`config.mk`:
```
export PLATFORM = sky130hd
export DESIGN_NAME = fpe_queue
export DESIGN_NICKNAME = d
export VERILOG_FILES = /design/src/sv/fpe_pkg.sv /design/src/sv/fpe_queue.sv
export SDC_FILE = /design/constraint.sdc
export NUM_CORES = 1
export LEC_CHECK = 0
export BUFFER_PORTS_ARGS = -buffer_cell sky130_fd_sc_hd__buf_4
export CAP_MARGIN = 25
export CELL_PAD_IN_SITES_DETAIL_PLACEMENT = 0
export CELL_PAD_IN_SITES_GLOBAL_PLACEMENT = 1
export CORE_AREA = 2 2 148 150
export CTS_CLUSTER_SIZE = 40
export DETAILED_ROUTE_END_ITERATION = 10
export DIE_AREA = 0 0 150 152
export HOLD_SLACK_MARGIN = 0.03
export PLACE_DENSITY = 0.81
export SYNTH_ARGS = -nofsm -noshare
export SYNTH_HDL_FRONTEND = slang
export SYNTH_SLANG_ARGS = --single-unit
```
`constraint.sdc`:
```
create_clock -name clk_i -period 20.3 [get_ports clk_i]
set_clock_uncertainty 0.05 [all_clocks]
set_input_delay 3.045 -clock clk_i [delete_from_list [all_inputs] [get_ports clk_i]]
set_output_delay 3.045 -clock clk_i [all_outputs]
set_load 0.03 [all_outputs]
```
`src/sv/fpe_pkg.sv`:
```
// Package for the frustum plane block: widths, plane codes, queue record, back states.
// No dependencies.
package fpe_pkg;
  localparam int unsigned FracBitsDef = 16;
  localparam int unsigned NumPlanes   = 6;
  localparam int unsigned SumW        = 33;
  localparam int unsigned QueueDepth  = 2;

  typedef enum logic [2:0] {
    PL_LEFT   = 3'd0,
    PL_RIGHT  = 3'd1,
    PL_TOP    = 3'd2,
    PL_BOTTOM = 3'd3,
    PL_NEAR   = 3'd4,
    PL_FAR    = 3'd5
  } plane_e;

  // One plane handed from front to back: its index and its four sums.
  typedef struct packed {
    logic [2:0]             idx;
    logic signed [SumW-1:0] a;
    logic signed [SumW-1:0] b;
    logic signed [SumW-1:0] c;
    logic signed [SumW-1:0] d;
  } plane_req_t;

  typedef enum logic [2:0] {
    BK_IDLE, BK_SQ, BK_SQRT, BK_DIV, BK_OUT
  } back_state_e;
endpackage

```
`src/sv/fpe_queue.sv`:
```
// Short queue of plane records between front and back.
// Depends on fpe_pkg.
module fpe_queue import fpe_pkg::*; (
  input  logic       clk_i,
  input  logic       rst_ni,
  input  logic       in_valid_i,
  output logic       in_stall_o,
  input  plane_req_t in_req_i,
  output logic       out_valid_o,
  input  logic       out_stall_i,
  output plane_req_t out_req_o
);
  plane_req_t mem_q [QueueDepth];
  logic wp_q, rp_q;
  logic [1:0] cnt_q;
  logic push, pop;

  assign in_stall_o  = (cnt_q == 2'(QueueDepth));
  assign out_valid_o = (cnt_q != 2'd0);
  assign push = in_valid_i && !in_stall_o;
  assign pop  = out_valid_o && !out_stall_i;
  assign out_req_o = mem_q[rp_q];

  always_ff @(posedge clk_i) begin
    if (push) mem_q[wp_q] <= in_req_i;
  end

  always_ff @(posedge clk_i or negedge rst_ni) begin
    if (!rst_ni) begin
      wp_q <= 1'b0; rp_q <= 1'b0; cnt_q <= '0;
    end else begin
      if (push) wp_q <= ~wp_q;
      if (pop)  rp_q <= ~rp_q;
      cnt_q <= cnt_q + 2'(push) - 2'(pop);
    end
  end
endmodule

```
==> results_dict.tcl <==
set metrics [dict create \
    ant_nets 0 \
    worst_pin_slew_ns 1.016 \
    overflow 0 \
    dieHeight_um 152 \
    min_period_ns 6.194 \
    rsz0062_at_grt "false" \
    yosysUniqueCellTypes 16 \
    fin_crit_sh_pct 30.51 \
    clockRootBuffer "clkbuf_16" \
    grtUsageTotal_pct 16.41 \
    power_leakage_uw 0.005111 \
    drv_slew 0 \
    stdcell_count 1034 \
    io_pins 276 \
    cts_setup_buffers 0 \
    synth_nets 579 \
    drc 0 \
    hold_class "reg2reg" \
    start_util_pct 47.26 \
    crit_top_cell "buf_4" \
    finalWeightedCongestion 0.7634 \
    ys_ff_latch 274 \
    final_area_um2 13370 \
    hold_viol_final 0 \
    wl_um 19300 \
    routed_via_density 4.913 \
    cp_max_fo 66 \
    cp_slowest_cell "dfrtp_4" \
    fin_nets 874 \
    max_freq_mhz 161.5 \
    netlist_area_um2 10090 \
    max_stage_delay_ns 1.09 \
    dp_cells 982 \
    startpoint_type "flip-flop" \
    syn_inst 438 \
    grt_start_max_net_pins 72 \
    cts_max_level 1 \
    drt_iter0_drc 222 \
    crit_chain "buf_4 -> buf_12 -> mux2_2 -> buf_4" \
    core_area_um2 21350 \
    criticalPathCategory "reg2out" \
    clockBufferDepth 3 \
    clk_latency_ns 0.52 \
    numCtsBuffers 28 \
    fin_hold_ws_ns 0.4655 \
    cts.reportedPaths.clkPinSlew_ns 0.06 \
    wl_per_cell_um 18.66 \
    grt_pass1_wl_um 29120 \
    antenna_found_initial 0 \
    post_dp_cell_area_um2 12440 \
    first_pass_iters 7 \
    status "complete, no violations" \
    worstPathRequired_ns 17.20 \
    portBuffers 275 \
    cts_tree "built" \
    finalSetupTns_ns 0 \
    setup_violations 0 \
    post-route-util_pct 62.61 \
    dp_hpwl_um 12700 \
    rows 54 \
    die-area_um2 22800 \
    max_slew_margin_pct 32.24 \
    dieWidth_um 150 \
    seq_area_frac_synth_pct 81.34 \
    cts.sinks 274 \
    final_layout_size_suffix_gt1_share_pct 61.27 \
    synth.yosys.warnings 0 \
    ctsResizeCount 0 \
    area_delta_synth_final_pct 32.46 \
    worstPathArrival_ns 3.10 \
    p_per_area_nw_per_um2 158.8 \
    vias 5080 \
    syn_avg_cell_area_um2 23.04 \
    drv_cap 0 \
    cts_hold_buf 0 \
    ir_drop_mv 0.1066 \
    n_antenna_cell 0 \
    fill_cells 1560 \
    worst_setup_path_end_kind "output port" \
    grt_pass1_vias 5490 \
]
[cell usage in the layout (no fill, tap or decap), types with 2 or more instances in the layout]
cell,synthesis,layout
bufinv_16,0,3
dfrtp_1,4,3
inv_1,2,2
xnor2_1,3,3
clkinv_1,0,5
ha_1,2,2
clkinv_2,0,9
mux2_2,95,95
buf_4,0,279
clkbuf_16,0,29
clkbuf_1,0,3
mux2_4,40,40
edfxtp_1,270,270
[worst paths after layout]
kind | from | end | slack (ns) | cells past startpoint
setup / recovery | rp_q$_DFFE_PN0P_ | out_req_o[66] | 14.11 | 4
hold / removal | cnt_q[0]$_DFF_PN0_ | cnt_q[0]$_DFF_PN0_ | 0.47 | 1
setup reg to reg | cnt_q[1]$_DFF_PN0_ | mem_q[1][130]$_DFFE_PP_ | 17.56 | 3
hold reg to reg | cnt_q[0]$_DFF_PN0_ | cnt_q[0]$_DFF_PN0_ | 0.47 | 1
max in group asynchronous | rst_ni | rp_q$_DFFE_PN0P_ | 17.83 | 1
min in group asynchronous | rst_ni | cnt_q[0]$_DFF_PN0_ | 2.25 | 1
[cell usage after synthesis, drive strengths merged]
master / instances / area, um2
ha: 2 / 25.02
nand2b: 1 / 6.260
mux2: 135 / 1670
or2: 1 / 6.260
and3: 1 / 6.260
xor2: 1 / 8.760
inv: 2 / 7.510
buf: 15 / 112.6
xnor2: 3 / 26.28
nand2: 1 / 3.750
nor2: 1 / 3.750
nor2b: 1 / 6.260
dfrtp: 4 / 100.1
edfxtp: 270 / 8108
[registers in the layout (all words and copies together), names as in the netlist]
name / count
cnt_q: 2
rp_q: 1
mem_q: 270
wp_q: 1
[kinds of logic (layout without fill, tap and decap cells)]
group / count (synthesis) / count (layout) / share of synthesized area, %
AND/OR/NAND/NOR: 6 / 6 / 0.3225
buffers and inverters: 17 / 333 / 1.190
multiplexers: 135 / 135 / 16.55
XOR/XNOR: 4 / 4 / 0.3472
flip-flops: 274 / 274 / 81.34
adder cells (fa/ha/maj): 2 / 2 / 0.2479
[worst max-delay path: cells and delay by family, from the launching register on]
family / cells / cell delay (ns)
buffers and inverters: 3 / 1.05
DFF: 1 / 1.09
muxes: 1 / 0.39
[report_power, final]
group          total (uW)  switching (uW)  internal (uW)
combinational         792             460            331
clock                 498             201            297
sequential            833            57.1            776
total                2120             719           1400
[per-layer routing]
metal  share of wire, %  routed length [um]  up-vias  global-route usage [%]
met1                 37                7096     2496                   19.15
met3                9.9                1911       38                   5.736
met5               0.23                  45        -                   1.522
met2                 51                9787      215                   28.57
met4                2.4                 456        2                   4.403
li1                   -                   -     2329                       -
[layout make-up]
cell class	count	area, um2	share of cell area (%)
Sequential cell	274	8212	61.43
Timing Repair Buffer	280	2115	15.82
Multi-Input combinational cell	147	1775	13.28
Clock buffer	32	737.0	5.513
Tap cell	280	350.3	2.621
Clock inverter	19	170.2	1.273
Inverter	2	7.507	0.05616
[through the flow]
step	total power [uW]	worst slack, ns
after global routing	2211	13.92
after detailed placement	1645	14.47
after global placement	1628	14.54
final	2123	14.11
after floorplan	1390	10.87
after CTS	2150	13.88
Power figures use the tool's default switching activity.
