**src/sv/fpe_pkg.sv**
```systemverilog
// Package for the frustum plane block: widths, plane codes, queue record, back states.
// No dependencies.
package fpe_pkg;
  localparam int unsigned FracBitsDef = 16;
  localparam int unsigned NumPlanes   = 6;
  localparam int unsigned SumW        = 33;
  localparam int unsigned QueueDepth  = 2;

  typedef enum logic [2:0] {
    PL_LEFT   = 3'd0,
    PL_RIGHT  = 3'd1,
    PL_TOP    = 3'd2,
    PL_BOTTOM = 3'd3,
    PL_NEAR   = 3'd4,
    PL_FAR    = 3'd5
  } plane_e;

  // One plane handed from front to back: its index and its four sums.
  typedef struct packed {
    logic [2:0]             idx;
    logic signed [SumW-1:0] a;
    logic signed [SumW-1:0] b;
    logic signed [SumW-1:0] c;
    logic signed [SumW-1:0] d;
  } plane_req_t;

  typedef enum logic [2:0] {
    BK_IDLE, BK_SQ, BK_SQRT, BK_DIV, BK_OUT
  } back_state_e;
endpackage

```
**src/sv/fpe_front.sv**
```systemverilog
// Front end: takes columns, forms the six plane sums, releases planes.
// Depends on fpe_pkg.
module fpe_front import fpe_pkg::*; (
  input  logic               clk_i,
  input  logic               rst_ni,
  input  logic               col_valid_i,
  output logic               col_stall_o,
  input  logic signed [31:0] col_x_i,
  input  logic signed [31:0] col_y_i,
  input  logic signed [31:0] col_z_i,
  input  logic signed [31:0] col_w_i,
  output logic               q_valid_o,
  input  logic               q_stall_i,
  output plane_req_t         q_req_o
);
  logic [1:0] col_q, col_d;
  logic       emit_q, emit_d;
  logic [2:0] pl_q, pl_d;
  logic signed [SumW-1:0] sums_q [NumPlanes][4];
  logic signed [SumW-1:0] x, y, z, w;
  logic acc;

  assign x = SumW'(col_x_i);
  assign y = SumW'(col_y_i);
  assign z = SumW'(col_z_i);
  assign w = SumW'(col_w_i);
  assign col_stall_o = emit_q;
  assign acc = col_valid_i && !emit_q;

  // Sum store, one column per request.
  always_ff @(posedge clk_i) begin
    if (acc) begin
      sums_q[PL_LEFT][col_q]   <= w + x;
      sums_q[PL_RIGHT][col_q]  <= w - x;
      sums_q[PL_TOP][col_q]    <= w - y;
      sums_q[PL_BOTTOM][col_q] <= w + y;
      sums_q[PL_NEAR][col_q]   <= w + z;
      sums_q[PL_FAR][col_q]    <= w - z;
    end
  end

  // Column counter and plane release.
  always_comb begin
    col_d  = col_q;
    emit_d = emit_q;
    pl_d   = pl_q;
    if (acc) begin
      col_d = col_q + 2'd1;
      if (col_q == 2'd3) begin
        emit_d = 1'b1;
        pl_d   = 3'd0;
      end
    end
    if (emit_q && !q_stall_i) begin
      pl_d = pl_q + 3'd1;
      if (pl_q == 3'(NumPlanes - 1)) emit_d = 1'b0;
    end
  end

  always_ff @(posedge clk_i or negedge rst_ni) begin
    if (!rst_ni) begin
      col_q  <= '0;
      emit_q <= 1'b0;
      pl_q   <= '0;
    end else begin
      col_q  <= col_d;
      emit_q <= emit_d;
      pl_q   <= pl_d;
    end
  end

  assign q_valid_o  = emit_q;
  assign q_req_o.idx = pl_q;
  assign q_req_o.a  = sums_q[pl_q][0];
  assign q_req_o.b  = sums_q[pl_q][1];
  assign q_req_o.c  = sums_q[pl_q][2];
  assign q_req_o.d  = sums_q[pl_q][3];
endmodule

```
**config.mk**
```make
export PLATFORM = sky130hd
export DESIGN_NAME = fpe_front
export DESIGN_NICKNAME = d
export VERILOG_FILES = /design/src/sv/fpe_pkg.sv /design/src/sv/fpe_front.sv
export SDC_FILE = /design/constraint.sdc
export NUM_CORES = 1
export LEC_CHECK = 0
export ABC_CLOCK_PERIOD_IN_PS = 5400
export BUFFER_PORTS_ARGS = -buffer_cell sky130_fd_sc_hd__buf_2
export CAP_MARGIN = 5
export CORE_MARGIN = 2
export CORE_UTILIZATION = 46
export DETAILED_ROUTE_END_ITERATION = 10
export GPL_TIMING_DRIVEN = 0
export PLACE_DENSITY = 0.74
export SYNTH_ARGS = -nofsm -noshare
export SYNTH_HDL_FRONTEND = slang
export SYNTH_SLANG_ARGS = --single-unit
```
**constraint.sdc**
```tcl
create_clock -name clk_i -period 5.4 [get_ports clk_i]
set_input_delay 1.62 -clock clk_i [delete_from_list [all_inputs] [get_ports clk_i]]
set_output_delay 1.62 -clock clk_i [all_outputs]
set_load 0.02 [all_outputs]
```
==> reports/metrics.yaml <==
outcome:
  status: "finished with violations"
  failed_checks: "setup timing"
global_routing:
  grt_pass1_wl_um: 172000
  grt_pass1_vias: 25649
  track_usage_pct: 27.3
  antenna_found_initial: 9
  overflow: 0
  grt_max_degree: 68
floorplan:
  fp.coreArea_sq_um: 84900
  start_util_pct: 46.3
  fp.dieArea_sq_um: 87700
  fp-row-count: 107
  die_h_um: 296
  pin_count: 269
  die_w_um: 296
sta:
  setup_ws_ns: -0.0529
  setup_viol_count_final: 8
  finalCritPeriodShare_pct: 101
  rsz0062_at_grt: "no"
  slew_viol_final: 0
  relSlewSlack_pct: 13.2
  worst_pin_slew_ns: 1.30
  max_freq_mhz: 183
  finalCriticalPeriod_ns: 5.45
  hold_viol_final: 0
  skew_ns: 0.0211
synth:
  synth_xor_area_share_pct: 3.84
  synth_ff_type: "edfxtp_1"
  syn_nets: 3234
  synth_area_sq_um: 39300
  ys.warnings.count: 0
  synth_top_family_by_area: "multiplexers"
  synthAdderAreaFrac_pct: 6.61
  synth_edf_count: 780
  synthMuxAreaShare_pct: 10.8
  async_flop_share_pct: 0.763
  syn_inst: 2898
  synth-compound-area-share_pct: 9.54
  yosysUniqueCellTypes: 78
  ys_ff_latch: 786
  synth_seq_area_share_pct: 60.0
  synthSimpleGateAreaFrac_pct: 5.91
  syn_area_per_cell_sq_um: 13.6
finish:
  multiInputGateArea_sq_um: 14400
  fillCellCount: 7139
  layout-drive-gt1-share_pct: 18.1
  area_growth_pct: 14.7
  nNetsFinal: 3601
  utilization_pct: 53.1
  register_area_sq_um: 23600
route:
  dr.first_iter.drc_count: 3283
  wl_per_cell_um: 26.9
  first_pass_iters: 5
  drcViolationCount: 0
  routed_wl_um: 120000
  ant_nets: 0
  vias: 26400
  via_per_inst: 5.90
placed_design:
  port_buffers: 268
  gp_congestion: 0.944
  hpwlAfterDp_um: 89600
worst_setup_path:
  cp-end-kind: "register"
  reg2reg_to: "sums_q[2][113]"
  r2r-start: "col_stall_o"
  crit_required_ns: 5.65
  crit_path_start: "col_w_i[2]"
  worstSetupStartpointType: "primary input"
  reg2reg_depth: 4
  critPathCapture: "sums_q[4][65]"
  worstSetupPathType: "in -> reg"
  rrSetupSlack_ns: 2.67
  cp_max_fo: 7
  arrival_ns: 5.70
power_and_ir_drop:
  p_total_uw: 21700
  comb_power_share_pct: 38.8
  seqPwrFrac_pct: 37.1
  p_leak_uw: 0.0164
  power.share.clock_pct: 24.1
  power.switching_uw: 8190
  ir_worst_vdd_mv: 0.274
  power_density_nw_per_um2: 483
  p_sw_share_pct: 37.7
  internal_power_uw: 13600
clocking:
  cts_tree: "done"
  cts_setup_buffers: 0
  ctsRootBufferMaster: "clkbuf_16"
  worstSkewPairLatency_ns: 0.63
  clk_pin_slew_ns: 0.06
  cts_made_buffers: 79
  htreeDepth: 3
  cts_sinks: 786
  ctsLongestPathBuffers: 3
worst_hold_path:
  whs_path_depth: 2
  hp-class: "reg -> reg"
run:
  drv_cap: 0
sequential cells by signal, summed over array words and instances (netlist names):
signal       cells
pl_q             3
col_stall_o      1
sums_q         780
col_q            2
metrics by stage:
step | setup TNS (ns) | instances | hold WS, ns | worst slack (ns) | area, sq um
2_1_floorplan | 0 | 2898 | 0.580 | 0.103 | 39300
3_3_place_gp | -834.22 | 4310 | 0.532 | -1.63 | 42100
3_5_place_dp | -45.86 | 4328 | 0.552 | -1.29 | 42500
4_1_cts | 0 | 4470 | 0.568 | 0.0433 | 45000
5_1_grt | 0 | 4471 | 0.608 | 0.0130 | 45000
6_report | -0.296 | 4472 | 0.565 | -0.0529 | 45000
timing repair:
| item | CTS | global route |
|---|---|---|
| resized for setup | 46 | 16 |
| hold buffers | 0 | 0 |
| pin swaps | 0 | 0 |
| endpoints found under the setup margin | 128 | 11 |
area by class of cell:
type	count	share of cell area, %
Sequential cell	786	52.3
Multi-Input combinational cell	1769	32.0
Clock buffer	98	4.59
Timing Repair Buffer	286	3.88
Tap cell	1144	3.18
Inverter	196	1.64
Buffer	147	1.52
Clock inverter	44	0.800
Antenna cell	2	0.0111
cells in the mapped netlist (all sizes together) (5+ instances only):
library cell    n  area [sq um]
mux2i         134          1340
nand4          13          81.3
ha            198          2480
o21a           12          90.1
a221o           5          50.1
dfrtp           6           150
a21oi         321          1610
o311ai          5          43.8
nor2b          16           103
a31oi          14          93.8
o21ai          77           393
nor3           27           135
xnor2         154          1350
o31ai          21           168
nor4           22           138
nor2          283          1060
or3            10          62.6
a21o           26           195
nand2          77           289
buf            38           165
edfxtp        780         23400
o21bai         48           360
o211ai         12          95.1
clkbuf        109           409
a41oi           7          76.3
and2            6          37.5
a2111oi         6          96.3
mux4          128          2880
nand3          31           155
o41ai           7          68.8
nand2b         23           144
fa              6           120
xor2           18           158
inv           193           724
a211oi         12          90.1
cells by family (layout without fill, tap and decap cells):
logic type                 after synthesis  in the layout
muxes                                  262            262
DFF                                    786            786
buffers and inverters                  343            771
and+or+nand+nor                        523            523
xor gates and xnor gates               172            172
other                                    0              2
adders and majority gates              204            204
AOI/OAI and AO/OA                      608            608
worst min-delay path by stage:
stage | startpoint | end
final | col_stall_o | col_stall_o
after global routing | col_stall_o | col_stall_o
after CTS | col_stall_o | col_stall_o
after detailed placement | col_stall_o | col_stall_o
after global placement | col_stall_o | col_stall_o
after floorplan | col_q[1] | col_q[1]
critical path, stage by stage:
cell	delay, ns
buf_2	0.16
ha_1	0.28
clkbuf_1	0.19
nand2b_1	0.19
a21oi_1	0.52
o211ai_1	0.25
a31oi_1	0.34
o2111ai_1	0.25
a31oi_2	0.49
a31oi_1	0.35
o31a_1	0.43
nor3_1	0.26
o21ai_0	0.36
cell usage in the layout, fill, tap and decap left out, types with 27 or more instances in the layout:
cell | synthesis | routed
nor2_1 | 283 | 283
ha_1 | 198 | 198
mux4_2 | 128 | 128
nand2_1 | 77 | 77
clkbuf_1 | 109 | 104
nand3_1 | 31 | 31
mux2i_1 | 134 | 134
nor3_1 | 27 | 27
a21oi_1 | 320 | 320
edfxtp_1 | 780 | 780
inv_1 | 191 | 190
o21bai_1 | 48 | 48
clkbuf_16 | 0 | 80
xnor2_1 | 154 | 154
o21ai_0 | 65 | 64
buf_2 | 9 | 281
routing by layer:
metal  part of all wire (%)  vias to the layer above  track usage, %
met2                     47                     1390            43.8
met5                  0.077                        -               0
li1                       -                    11606               -
met4                    3.9                       14            9.89
met3                    9.1                      229            4.86
met1                     40                    13161            37.6
power by group through the flow:
stage	Clock (uW)	Sequential, uW	Combinational, uW
finish	5240	8070	8430
global route	5510	8120	8910
CTS	5270	8070	8440
detailed placement	0	8190	8380
global placement	0	8280	8120
floorplan	0	8210	4970
Power figures use the tool's default switching activity.
